<file path="src/hdl/rcm_pkg.sv">
package rcm_pkg;

  localparam int FRAC_BITS = 6;
  localparam int POS_W = 17;
  localparam int LEN_W = 11;
  localparam int ID_W = 16;
  localparam logic [POS_W-1:0] POS_MAX = '1;
  localparam logic [1:0] AMP_MAX = 2'd3;

  localparam logic [2:0] REQ_TICK  = 3'd0;
  localparam logic [2:0] REQ_PLAY  = 3'd1;
  localparam logic [2:0] REQ_STOP  = 3'd2;
  localparam logic [2:0] REQ_QUERY = 3'd3;
  localparam logic [2:0] REQ_WRITE = 3'd4;

  typedef struct packed {
    logic [2:0]       req_type;
    logic [7:0]       wave_addr;
    logic [7:0]       wave_data;
    logic [LEN_W-1:0] sample_count;
    logic [7:0]       step;
    logic [ID_W-1:0]  clip_id;
  } rcm_req_t;

  typedef struct packed {
    logic            rumble_on;
    logic [ID_W-1:0] new_id;
    logic            is_active;
  } rcm_rsp_t;

  typedef enum logic [2:0] {
    ST_IDLE,
    ST_DISPATCH,
    ST_READ,
    ST_ACCUM,
    ST_FINISH
  } rcm_state_t;

  typedef struct packed {
    logic capture;
    logic exec;
    logic walk_start;
    logic accum;
    logic finish;
  } rcm_cmd_t;

  typedef struct packed {
    logic walk;
    logic last_voice;
  } rcm_sts_t;

endpackage

</file>
<file path="src/hdl/rcm_ctrl.sv">
module rcm_ctrl (
  input  logic             clk,
  input  logic             rst,
  input  logic             start,
  input  rcm_pkg::rcm_sts_t sts,
  output rcm_pkg::rcm_cmd_t cmd,
  output logic             busy
);
  import rcm_pkg::*;

  rcm_state_t state, state_next;

  always_ff @(posedge clk) begin
    if (rst) begin
      state <= ST_IDLE;
    end else begin
      state <= state_next;
    end
  end

  always_comb begin
    state_next = state;
    cmd = '0;
    busy = 1'b1;
    unique case (state)
      ST_IDLE: begin
        busy = 1'b0;
        cmd.capture = start;
        if (start) begin
          state_next = ST_DISPATCH;
        end
      end
      ST_DISPATCH: begin
        // An unpaused tick walks the voices; everything else finishes here.
        if (sts.walk) begin
          cmd.walk_start = 1'b1;
          state_next = ST_READ;
        end else begin
          cmd.exec = 1'b1;
          state_next = ST_IDLE;
        end
      end
      ST_READ: begin
        state_next = ST_ACCUM;
      end
      ST_ACCUM: begin
        cmd.accum = 1'b1;
        state_next = sts.last_voice ? ST_FINISH : ST_READ;
      end
      ST_FINISH: begin
        cmd.finish = 1'b1;
        state_next = ST_IDLE;
      end
      default: begin
        state_next = ST_IDLE;
      end
    endcase
  end

endmodule

</file>
<file path="src/hdl/rcm_datapath.sv">
module rcm_datapath #(
  parameter int VOICES = 4,
  parameter int WAVE_BYTES = 256
) (
  input  logic              clk,
  input  logic              rst,
  input  rcm_pkg::rcm_req_t req,
  input  logic              cfg_we,
  input  logic              cfg_wdata,
  input  rcm_pkg::rcm_cmd_t cmd,
  output rcm_pkg::rcm_sts_t sts,
  output logic              done,
  output rcm_pkg::rcm_rsp_t rsp
);
  import rcm_pkg::*;

  localparam int AW = $clog2(WAVE_BYTES);
  localparam int SW = (AW > 10) ? AW : 10;
  localparam int VW = (VOICES > 1) ? $clog2(VOICES) : 1;

  rcm_req_t req_q;
  logic     paused;

  logic [7:0] mem [WAVE_BYTES];
  logic [7:0] rd_data;

  logic [VOICES-1:0] voice_busy;
  logic [ID_W-1:0]   voice_id  [VOICES];
  logic [7:0]        voice_start [VOICES];
  logic [LEN_W-1:0]  voice_length [VOICES];
  logic [7:0]        voice_rate [VOICES];
  logic [POS_W-1:0]  voice_position [VOICES];

  logic [ID_W-1:0] id_counter;
  logic [1:0]      pwm_phase;
  logic [1:0]      amp;
  logic [VW-1:0]   vcnt;

  logic            free_found, match_found;
  logic [VW-1:0]   free_idx, match_idx;
  logic [LEN_W-1:0] cur_idx;
  logic            cur_retire;
  logic [SW-1:0]   rd_sum, wr_wide;
  logic [AW-1:0]   rd_addr, wr_addr;
  logic [1:0]      sample;
  logic [2:0]      amp_sum;
  logic [POS_W:0]  pos_sum;
  logic [POS_W-1:0] pos_next;
  logic [ID_W-1:0] id_inc;
  logic            is_play, is_stop, is_query, is_write;
  logic            rumble;

  assign is_play  = req_q.req_type == REQ_PLAY;
  assign is_stop  = req_q.req_type == REQ_STOP;
  assign is_query = req_q.req_type == REQ_QUERY;
  assign is_write = req_q.req_type == REQ_WRITE;

  assign sts.walk = (req_q.req_type == REQ_TICK) && !paused;
  assign sts.last_voice = vcnt == VW'(VOICES - 1);

  // Lowest free voice and lowest busy voice holding the requested id.
  always_comb begin
    free_found = 1'b0;
    free_idx = '0;
    match_found = 1'b0;
    match_idx = '0;
    for (int v = VOICES - 1; v >= 0; v--) begin
      if (!voice_busy[v]) begin
        free_found = 1'b1;
        free_idx = VW'(v);
      end
      if (voice_busy[v] && voice_id[v] == req_q.clip_id) begin
        match_found = 1'b1;
        match_idx = VW'(v);
      end
    end
  end

  assign cur_idx = voice_position[vcnt][POS_W-1:FRAC_BITS];
  assign cur_retire = cur_idx >= voice_length[vcnt];
  assign rd_sum = SW'(voice_start[vcnt]) + SW'(cur_idx[LEN_W-1:2]);
  assign rd_addr = rd_sum[AW-1:0];
  assign wr_wide = SW'(req_q.wave_addr);
  assign wr_addr = wr_wide[AW-1:0];

  // Position bits are stable between the read and accumulate beats, so
  // the lane select here matches the byte fetched.
  always_comb begin
    unique case (cur_idx[1:0])
      2'd0: sample = rd_data[7:6];
      2'd1: sample = rd_data[5:4];
      2'd2: sample = rd_data[3:2];
      default: sample = rd_data[1:0];
    endcase
  end

  assign amp_sum = {1'b0, amp} + {1'b0, sample};
  assign pos_sum = {1'b0, voice_position[vcnt]} + (POS_W+1)'(voice_rate[vcnt]);
  assign pos_next = pos_sum[POS_W] ? POS_MAX : pos_sum[POS_W-1:0];
  assign id_inc = id_counter + 1'b1;
  assign rumble = (amp == AMP_MAX) || (amp > pwm_phase);

  always_ff @(posedge clk) begin
    if (cmd.capture) begin
      req_q <= req;
    end
  end

  always_ff @(posedge clk) begin
    if (rst) begin
      paused <= 1'b0;
    end else if (cfg_we) begin
      paused <= cfg_wdata;
    end
  end

  always_ff @(posedge clk) begin
    if (cmd.exec && is_write) begin
      mem[wr_addr] <= req_q.wave_data;
    end
    rd_data <= mem[rd_addr];
  end

  always_ff @(posedge clk) begin
    if (rst) begin
      voice_busy <= '0;
    end else begin
      if (cmd.exec && is_play && free_found) begin
        voice_busy[free_idx] <= 1'b1;
        voice_id[free_idx] <= id_counter;
        voice_start[free_idx] <= req_q.wave_addr;
        voice_length[free_idx] <= req_q.sample_count;
        voice_rate[free_idx] <= req_q.step;
        voice_position[free_idx] <= '0;
      end
      if (cmd.exec && is_stop && match_found) begin
        voice_busy[match_idx] <= 1'b0;
      end
      if (cmd.accum && voice_busy[vcnt]) begin
        if (cur_retire) begin
          voice_busy[vcnt] <= 1'b0;
        end else begin
          voice_position[vcnt] <= pos_next;
        end
      end
    end
  end

  always_ff @(posedge clk) begin
    if (rst) begin
      id_counter <= ID_W'(1);
      pwm_phase <= '0;
    end else begin
      if (cmd.exec && is_play && free_found) begin
        // Id zero is reserved for "no voice".
        id_counter <= (id_inc == '0) ? ID_W'(1) : id_inc;
      end
      if (cmd.finish) begin
        pwm_phase <= pwm_phase + 1'b1;
      end
    end
  end

  always_ff @(posedge clk) begin
    if (cmd.walk_start) begin
      amp <= '0;
      vcnt <= '0;
    end else if (cmd.accum) begin
      vcnt <= vcnt + 1'b1;
      if (voice_busy[vcnt] && !cur_retire) begin
        amp <= amp_sum[2] ? AMP_MAX : amp_sum[1:0];
      end
    end
  end

  always_ff @(posedge clk) begin
    if (rst) begin
      done <= 1'b0;
    end else begin
      done <= cmd.exec | cmd.finish;
    end
  end

  always_ff @(posedge clk) begin
    if (cmd.exec) begin
      rsp.rumble_on <= 1'b0;
      rsp.new_id <= (is_play && free_found) ? id_counter : '0;
      rsp.is_active <= is_query && match_found;
    end else if (cmd.finish) begin
      rsp.rumble_on <= rumble;
      rsp.new_id <= '0;
      rsp.is_active <= 1'b0;
    end
  end

endmodule

</file>
<file path="src/hdl/rumble_clip_mixer.sv">
// Channel  | Ports                    | Handshake
// ---------+--------------------------+-----------------------------------
// request  | start, busy, req         | beat taken when start && !busy
// result   | done, rsp                | one-cycle strobe, always taken
// config   | cfg_we, cfg_wdata        | paused written when cfg_we is high
//
// Play, stop, query, write and a paused tick return to idle from dispatch;
// the result strobes in the cycle busy drops. An unpaused tick walks the
// voices one at a time through the single wave memory read port, with a
// read state and an accumulate state per voice. Synchronous reset clears
// voices, phase and paused, and sets the id counter to one; the wave
// memory holds whatever it held until written. WAVE_BYTES is a power of
// two. The receiver cannot stall; each result is shown for exactly one cycle.
module rumble_clip_mixer #(
  parameter int VOICES = 4,
  parameter int WAVE_BYTES = 256
) (
  input  logic              clk,
  input  logic              rst,
  input  logic              start,
  output logic              busy,
  input  rcm_pkg::rcm_req_t req,
  input  logic              cfg_we,
  input  logic              cfg_wdata,
  output logic              done,
  output rcm_pkg::rcm_rsp_t rsp
);
  import rcm_pkg::*;

  rcm_cmd_t cmd;
  rcm_sts_t sts;

  rcm_ctrl u_ctrl (
    .clk   (clk),
    .rst   (rst),
    .start (start),
    .sts   (sts),
    .cmd   (cmd),
    .busy  (busy)
  );

  rcm_datapath #(
    .VOICES     (VOICES),
    .WAVE_BYTES (WAVE_BYTES)
  ) u_datapath (
    .clk       (clk),
    .rst       (rst),
    .req       (req),
    .cfg_we    (cfg_we),
    .cfg_wdata (cfg_wdata),
    .cmd       (cmd),
    .sts       (sts),
    .done      (done),
    .rsp       (rsp)
  );

endmodule

</file>
<file path="config.mk">
export PLATFORM = sky130hd
export DESIGN_NAME = rumble_clip_mixer
export DESIGN_NICKNAME = d
export VERILOG_FILES = /design/src/hdl/rcm_pkg.sv /design/src/hdl/rcm_ctrl.sv /design/src/hdl/rcm_datapath.sv /design/src/hdl/rumble_clip_mixer.sv
export SDC_FILE = /design/constraint.sdc
export NUM_CORES = 2
export LEC_CHECK = 0
export ABC_AREA = 0
export ABC_CLOCK_PERIOD_IN_PS = 9200
export BUFFER_PORTS_ARGS = -buffer_cell sky130_fd_sc_hd__buf_2
export CAP_MARGIN = 20
export CORE_MARGIN = 4
export CORE_UTILIZATION = 40
export DETAILED_ROUTE_END_ITERATION = 6
export PLACE_DENSITY_LB_ADDON = 0.1
export SETUP_SLACK_MARGIN = 0.1
export SLEW_MARGIN = 20
export SYNTH_ARGS = -nofsm -noshare
export SYNTH_HDL_FRONTEND = slang
export SYNTH_HIERARCHICAL = 1
export SYNTH_SLANG_ARGS = --single-unit
export TNS_END_PERCENT = 10
</file>
<file path="constraint.sdc">
create_clock -name clk -period 9.2 [get_ports clk]
set_clock_uncertainty 0.15 [all_clocks]
set_input_delay 0.46 -clock clk [delete_from_list [all_inputs] [get_ports clk]]
set_output_delay 0.46 -clock clk [all_outputs]
set_load 0.01 [all_outputs]
</file>
==> metrics.md <==
| Metric | Value |
|---|---|
| Total Wirelength | `~250 mm` |
| Total Routing Usage GR | `around a fifth` |
| DRT iter0 DRCs | `approximately 4700` |
| Distinct cell type count after synthesis | `75` |
| Final hold vios | `0` |
| CP Cell Sequence | `mux4_2 > ha_4 > inv_1 > fa_4 > buf_4 > mux4_2 > a2111oi_0 > a221oi_1 > nand3_1 > nand4_1 > or4_1` |
| CTS sink count | `2401` |
| Post-Syn Area | `approximately 0.094 mm²` |
| Ys Warns | `6` |
| Clk root buf | `clkbuf_16` |
| P&R area growth vs syn | `14.17%` |
| Worst Reg2Reg Path Length in Cells | `11` |
| EDFF count, synth | `roughly 2400` |
| R2r endpoint | `u_datapath/rd_data[2]$_DFF_P_` |
| Crit path buf inv count | `2` |
| Mean Syn Cell Area | `just under 20 µm²` |
| Min-delay src | `req[29]` |
| Starting Density | `slightly above 40%` |
| Final Util | `~46%` |
| Layout Nets | `slightly above 5000` |
| Pwr dens | `~250 mW/mm²` |
| Worst EP arrival | `about 7.0 ns` |
| GPL Wtd Cong | `roughly 0.81` |
| Largest net degree at the start of global routing | `between 200 and 250` |
| Final ANT Viol Nets | `0` |
| Crit path max fanout | `33` |
| Worst-Margin Slew | `1.174 ns` |
| Seq cells post-synth | `~2400` |
| WS Path Type | `flip-flop to flip-flop` |
| Max clock buf depth | `4` |
| Post-synth ARST share | `0%` |
| Kind of cell adding the most delay to the critical path | `adder cells` |
| Critical path's slowest cell | `fa_4` |
| Cells after Synth | `roughly 4800` |
| Hold_ws | `between 0.1 and 0.15 ns` |
| Initial antenna violation count | `9` |
| Setup TNS | `0 ns` |
| Total number of vias | `47100` |
| Pleak | `33.77 nW` |
| Fmax | `156.0 MHz` |
| Layout cells sized above 1 | `a little over a fifth` |
| Die Height | `~500 µm` |
| # Max-Cap Violations | `0` |
| Adder-Cell Fraction of Synth Area | `0.5155%` |
| Final worst path period share | `between 60 and 70%` |
| RSZ-0062 raised after global routing | `false` |
| Critical Path End Type | `flip-flop` |
| Synthesized net count | `4900` |
| Drt first pass iters | `6` |
| Power Total | `26.81 mW` |
| WP data required | `~9.8 ns` |
| Setup slack, reg-to-reg | `2.79 ns` |
| CTS H-tree lvls | `5` |
| Post-CTS setup buffer count | `0` |
| CTS clk-pin slew, worst paths | `about 0.06 ns` |
| Worst Hold Depth | `2` |
| Portion of netlist area occupied by mux cells | `between 10 and 15%` |
| # rows | `between 150 and 200` |
| Hold-fix buffers, CTS | `a little under 60` |
| Count of final max-slew check failures | `0` |
| Hold Path End | `u_datapath/req_q[29]$_DFFE_PP_` |
| Type of origin of the critical path | `flip-flop` |
| Fillers | `about 20000` |
| Die area | `around 0.24 mm²` |
| Vias in the first global route | `around 48000` |
| Post_cts resized | `0` |
| GRT Residual Overflow | `0` |
| Ports | `79` |
| First-pass GRT wire length | `between 300 and 400 mm` |
| Final min period | `between 6 and 7 ns` |
| Worst skew pair latency | `around 0.90 ns` |
| Main synth FF type | `edfxtp_1` |
| CP max stage delay | `roughly 1.3 ns` |
| Die width | `493.2 µm` |
| CTS tree | `built` |
| Post-synthesis xor/xnor area fraction | `less than 1%` |
| Post-Synth Simple-Gate Area | `5.547%` |
| DRC | `0` |
| Synth Area in Compound Gates | `1.270%` |
| # port buffers | `between 70 and 80` |
| HPWL Detailed | `approximately 150 mm` |
| Status | `complete, no violations` |
| Clock buffer count from CTS | `between 200 and 300` |
| CORE AREA | `0.2334 mm²` |
| Seq/Total Area, Yosys | `around three quarters` |
| Largest family of logic cells by synthesized area | `multiplexers` |
| Hold/Removal Path Class | `input pin to flip-flop` |
| Via-per-instance ratio | `around 5.6` |
| Rel. slew slack | `21.75%` |
| Setup violators final | `0` |
| WL/cell | `30.16 µm` |
| CP most frequent cell | `mux4_2` |
| Max VDD drop | `roughly 0.16 mV` |
-- report_power, final --
part,switching [mW],internal [mW]
Clock,4.23,6.12
Sequential,0.0663,12.1
Combinational,2.77,1.54
Total,7.07,19.7
-- cell usage in the layout (no fill, tap or decap), types with 16 or more instances in the layout --
cell           instances
clkinv_1              59
nand3_1              190
nand2_1              382
dfxtp_1               40
mux4_2               561
and3_1                33
edfxtp_1            2359
mux2i_1               72
nor2_1               393
nand4_1               56
clkbuf_1              59
nor3_1                17
dlygate4sd3_1         59
inv_1                 31
buf_4                 67
a211oi_1              16
buf_2                 78
buf_12                22
clkbuf_16            287
a2111oi_0             18
a21oi_1               22
ha_1                  33
clkinv_2              40
a32oi_1               16
xnor2_1               76
-- stage by stage --
step	area, µm²	worst slack (ns)	std cells
global placement	98450	2.568	7837
floorplan	94170	2.295	4804
finish	107500	2.790	8376
CTS	107500	2.608	8369
global route	107500	2.599	8373
detailed placement	98460	2.643	7837
-- synthesized netlist by cell type (all sizes together) (5+ instances only) --
master	count	area (µm²)
nor2b	15	93.84
ha	34	425.4
o21a	5	38.79
and2	18	112.6
dfxtp	42	840.8
buf	114	600.6
or4	8	60.06
clkbuf	152	570.6
xor2	19	211.5
mux2i	72	720.7
mux4	561	12630
edfxtp	2359	70840
a32oi	16	140.1
nand3	194	970.9
a21oi	25	136.4
nor2	399	1508
or3	7	43.79
a211oi	19	142.6
a2111oi	20	181.4
nand4	56	350.3
inv	31	116.4
a21o	6	45.04
nand2b	8	50.05
o22ai	7	43.79
xnor2	80	715.7
nor4	6	37.54
a221oi	16	146.4
nor3	20	105.1
and3	33	206.5
nand2	390	1464
a31oi	10	77.57
o21ai	15	78.83
-- registers in the layout (all words and copies together), names as in the netlist, named ones only --
register                   flops
u_datapath/voice_rate         32
u_datapath/voice_start        32
u_datapath/voice_length       44
u_datapath/done                1
u_datapath/voice_id           64
u_datapath/voice_busy          4
u_ctrl/state                   3
u_datapath/req_q              46
u_datapath/vcnt                2
u_datapath/rd_data             8
u_datapath/amp                 2
u_datapath/paused              1
u_datapath/mem              2048
u_datapath/pwm_phase           2
u_datapath/wr_addr             8
u_datapath/rsp                18
u_datapath/id_counter         16
u_datapath/voice_position     68
-- how the worst max path moves through the flow --
| stage | to | depth (start not counted) | startpoint |
|---|---|---|---|
| after detailed placement | u_datapath/rd_data[2]$_DFF_P_ | 11 | flip-flop |
| final | u_datapath/rd_data[2]$_DFF_P_ | 11 | flip-flop |
| after CTS | u_datapath/rd_data[2]$_DFF_P_ | 11 | flip-flop |
| after global placement | u_datapath/rd_data[2]$_DFF_P_ | 11 | flip-flop |
| after global routing | u_datapath/rd_data[2]$_DFF_P_ | 11 | flip-flop |
| after floorplan | u_datapath/voice_position[3][0]$_SDFFCE_PN0P_ | 9 | u_ctrl/state[1]$_SDFFE_PP0P_ |
-- area by class of cell --
cell class                      instances  area [µm²]  share of cell area, %
Clock inverter                        124       958.4                 0.8915
Timing Repair Buffer                  228        1967                  1.830
Multi-Input combinational cell       2106       21410                  19.91
Clock buffer                          349        7445                  6.925
Inverter                               31       116.4                 0.1082
Antenna cell                            5       12.51                0.01164
Tap cell                             3132        3919                  3.645
Sequential cell                      2401       71680                  66.68
-- cells by family (layout without fill, tap and decap cells) --
group           after synthesis  count (layout)
xor+xnor                     99              99
simple gates               1178            1178
fa+ha+maj                    37              37
flops                      2401            2401
buf+inv                     297             732
compound gates              158             158
other cells                   0               5
mux                         634             634
-- layer usage --
metal | routed length [µm] | GRT usage [%]
met1 | 112100 | 29.89
met2 | 119800 | 32.35
met3 | 15170 | 3.834
met4 | 5528 | 4.806
met5 | 0 | 0
Power figures use the tool's default switching activity.
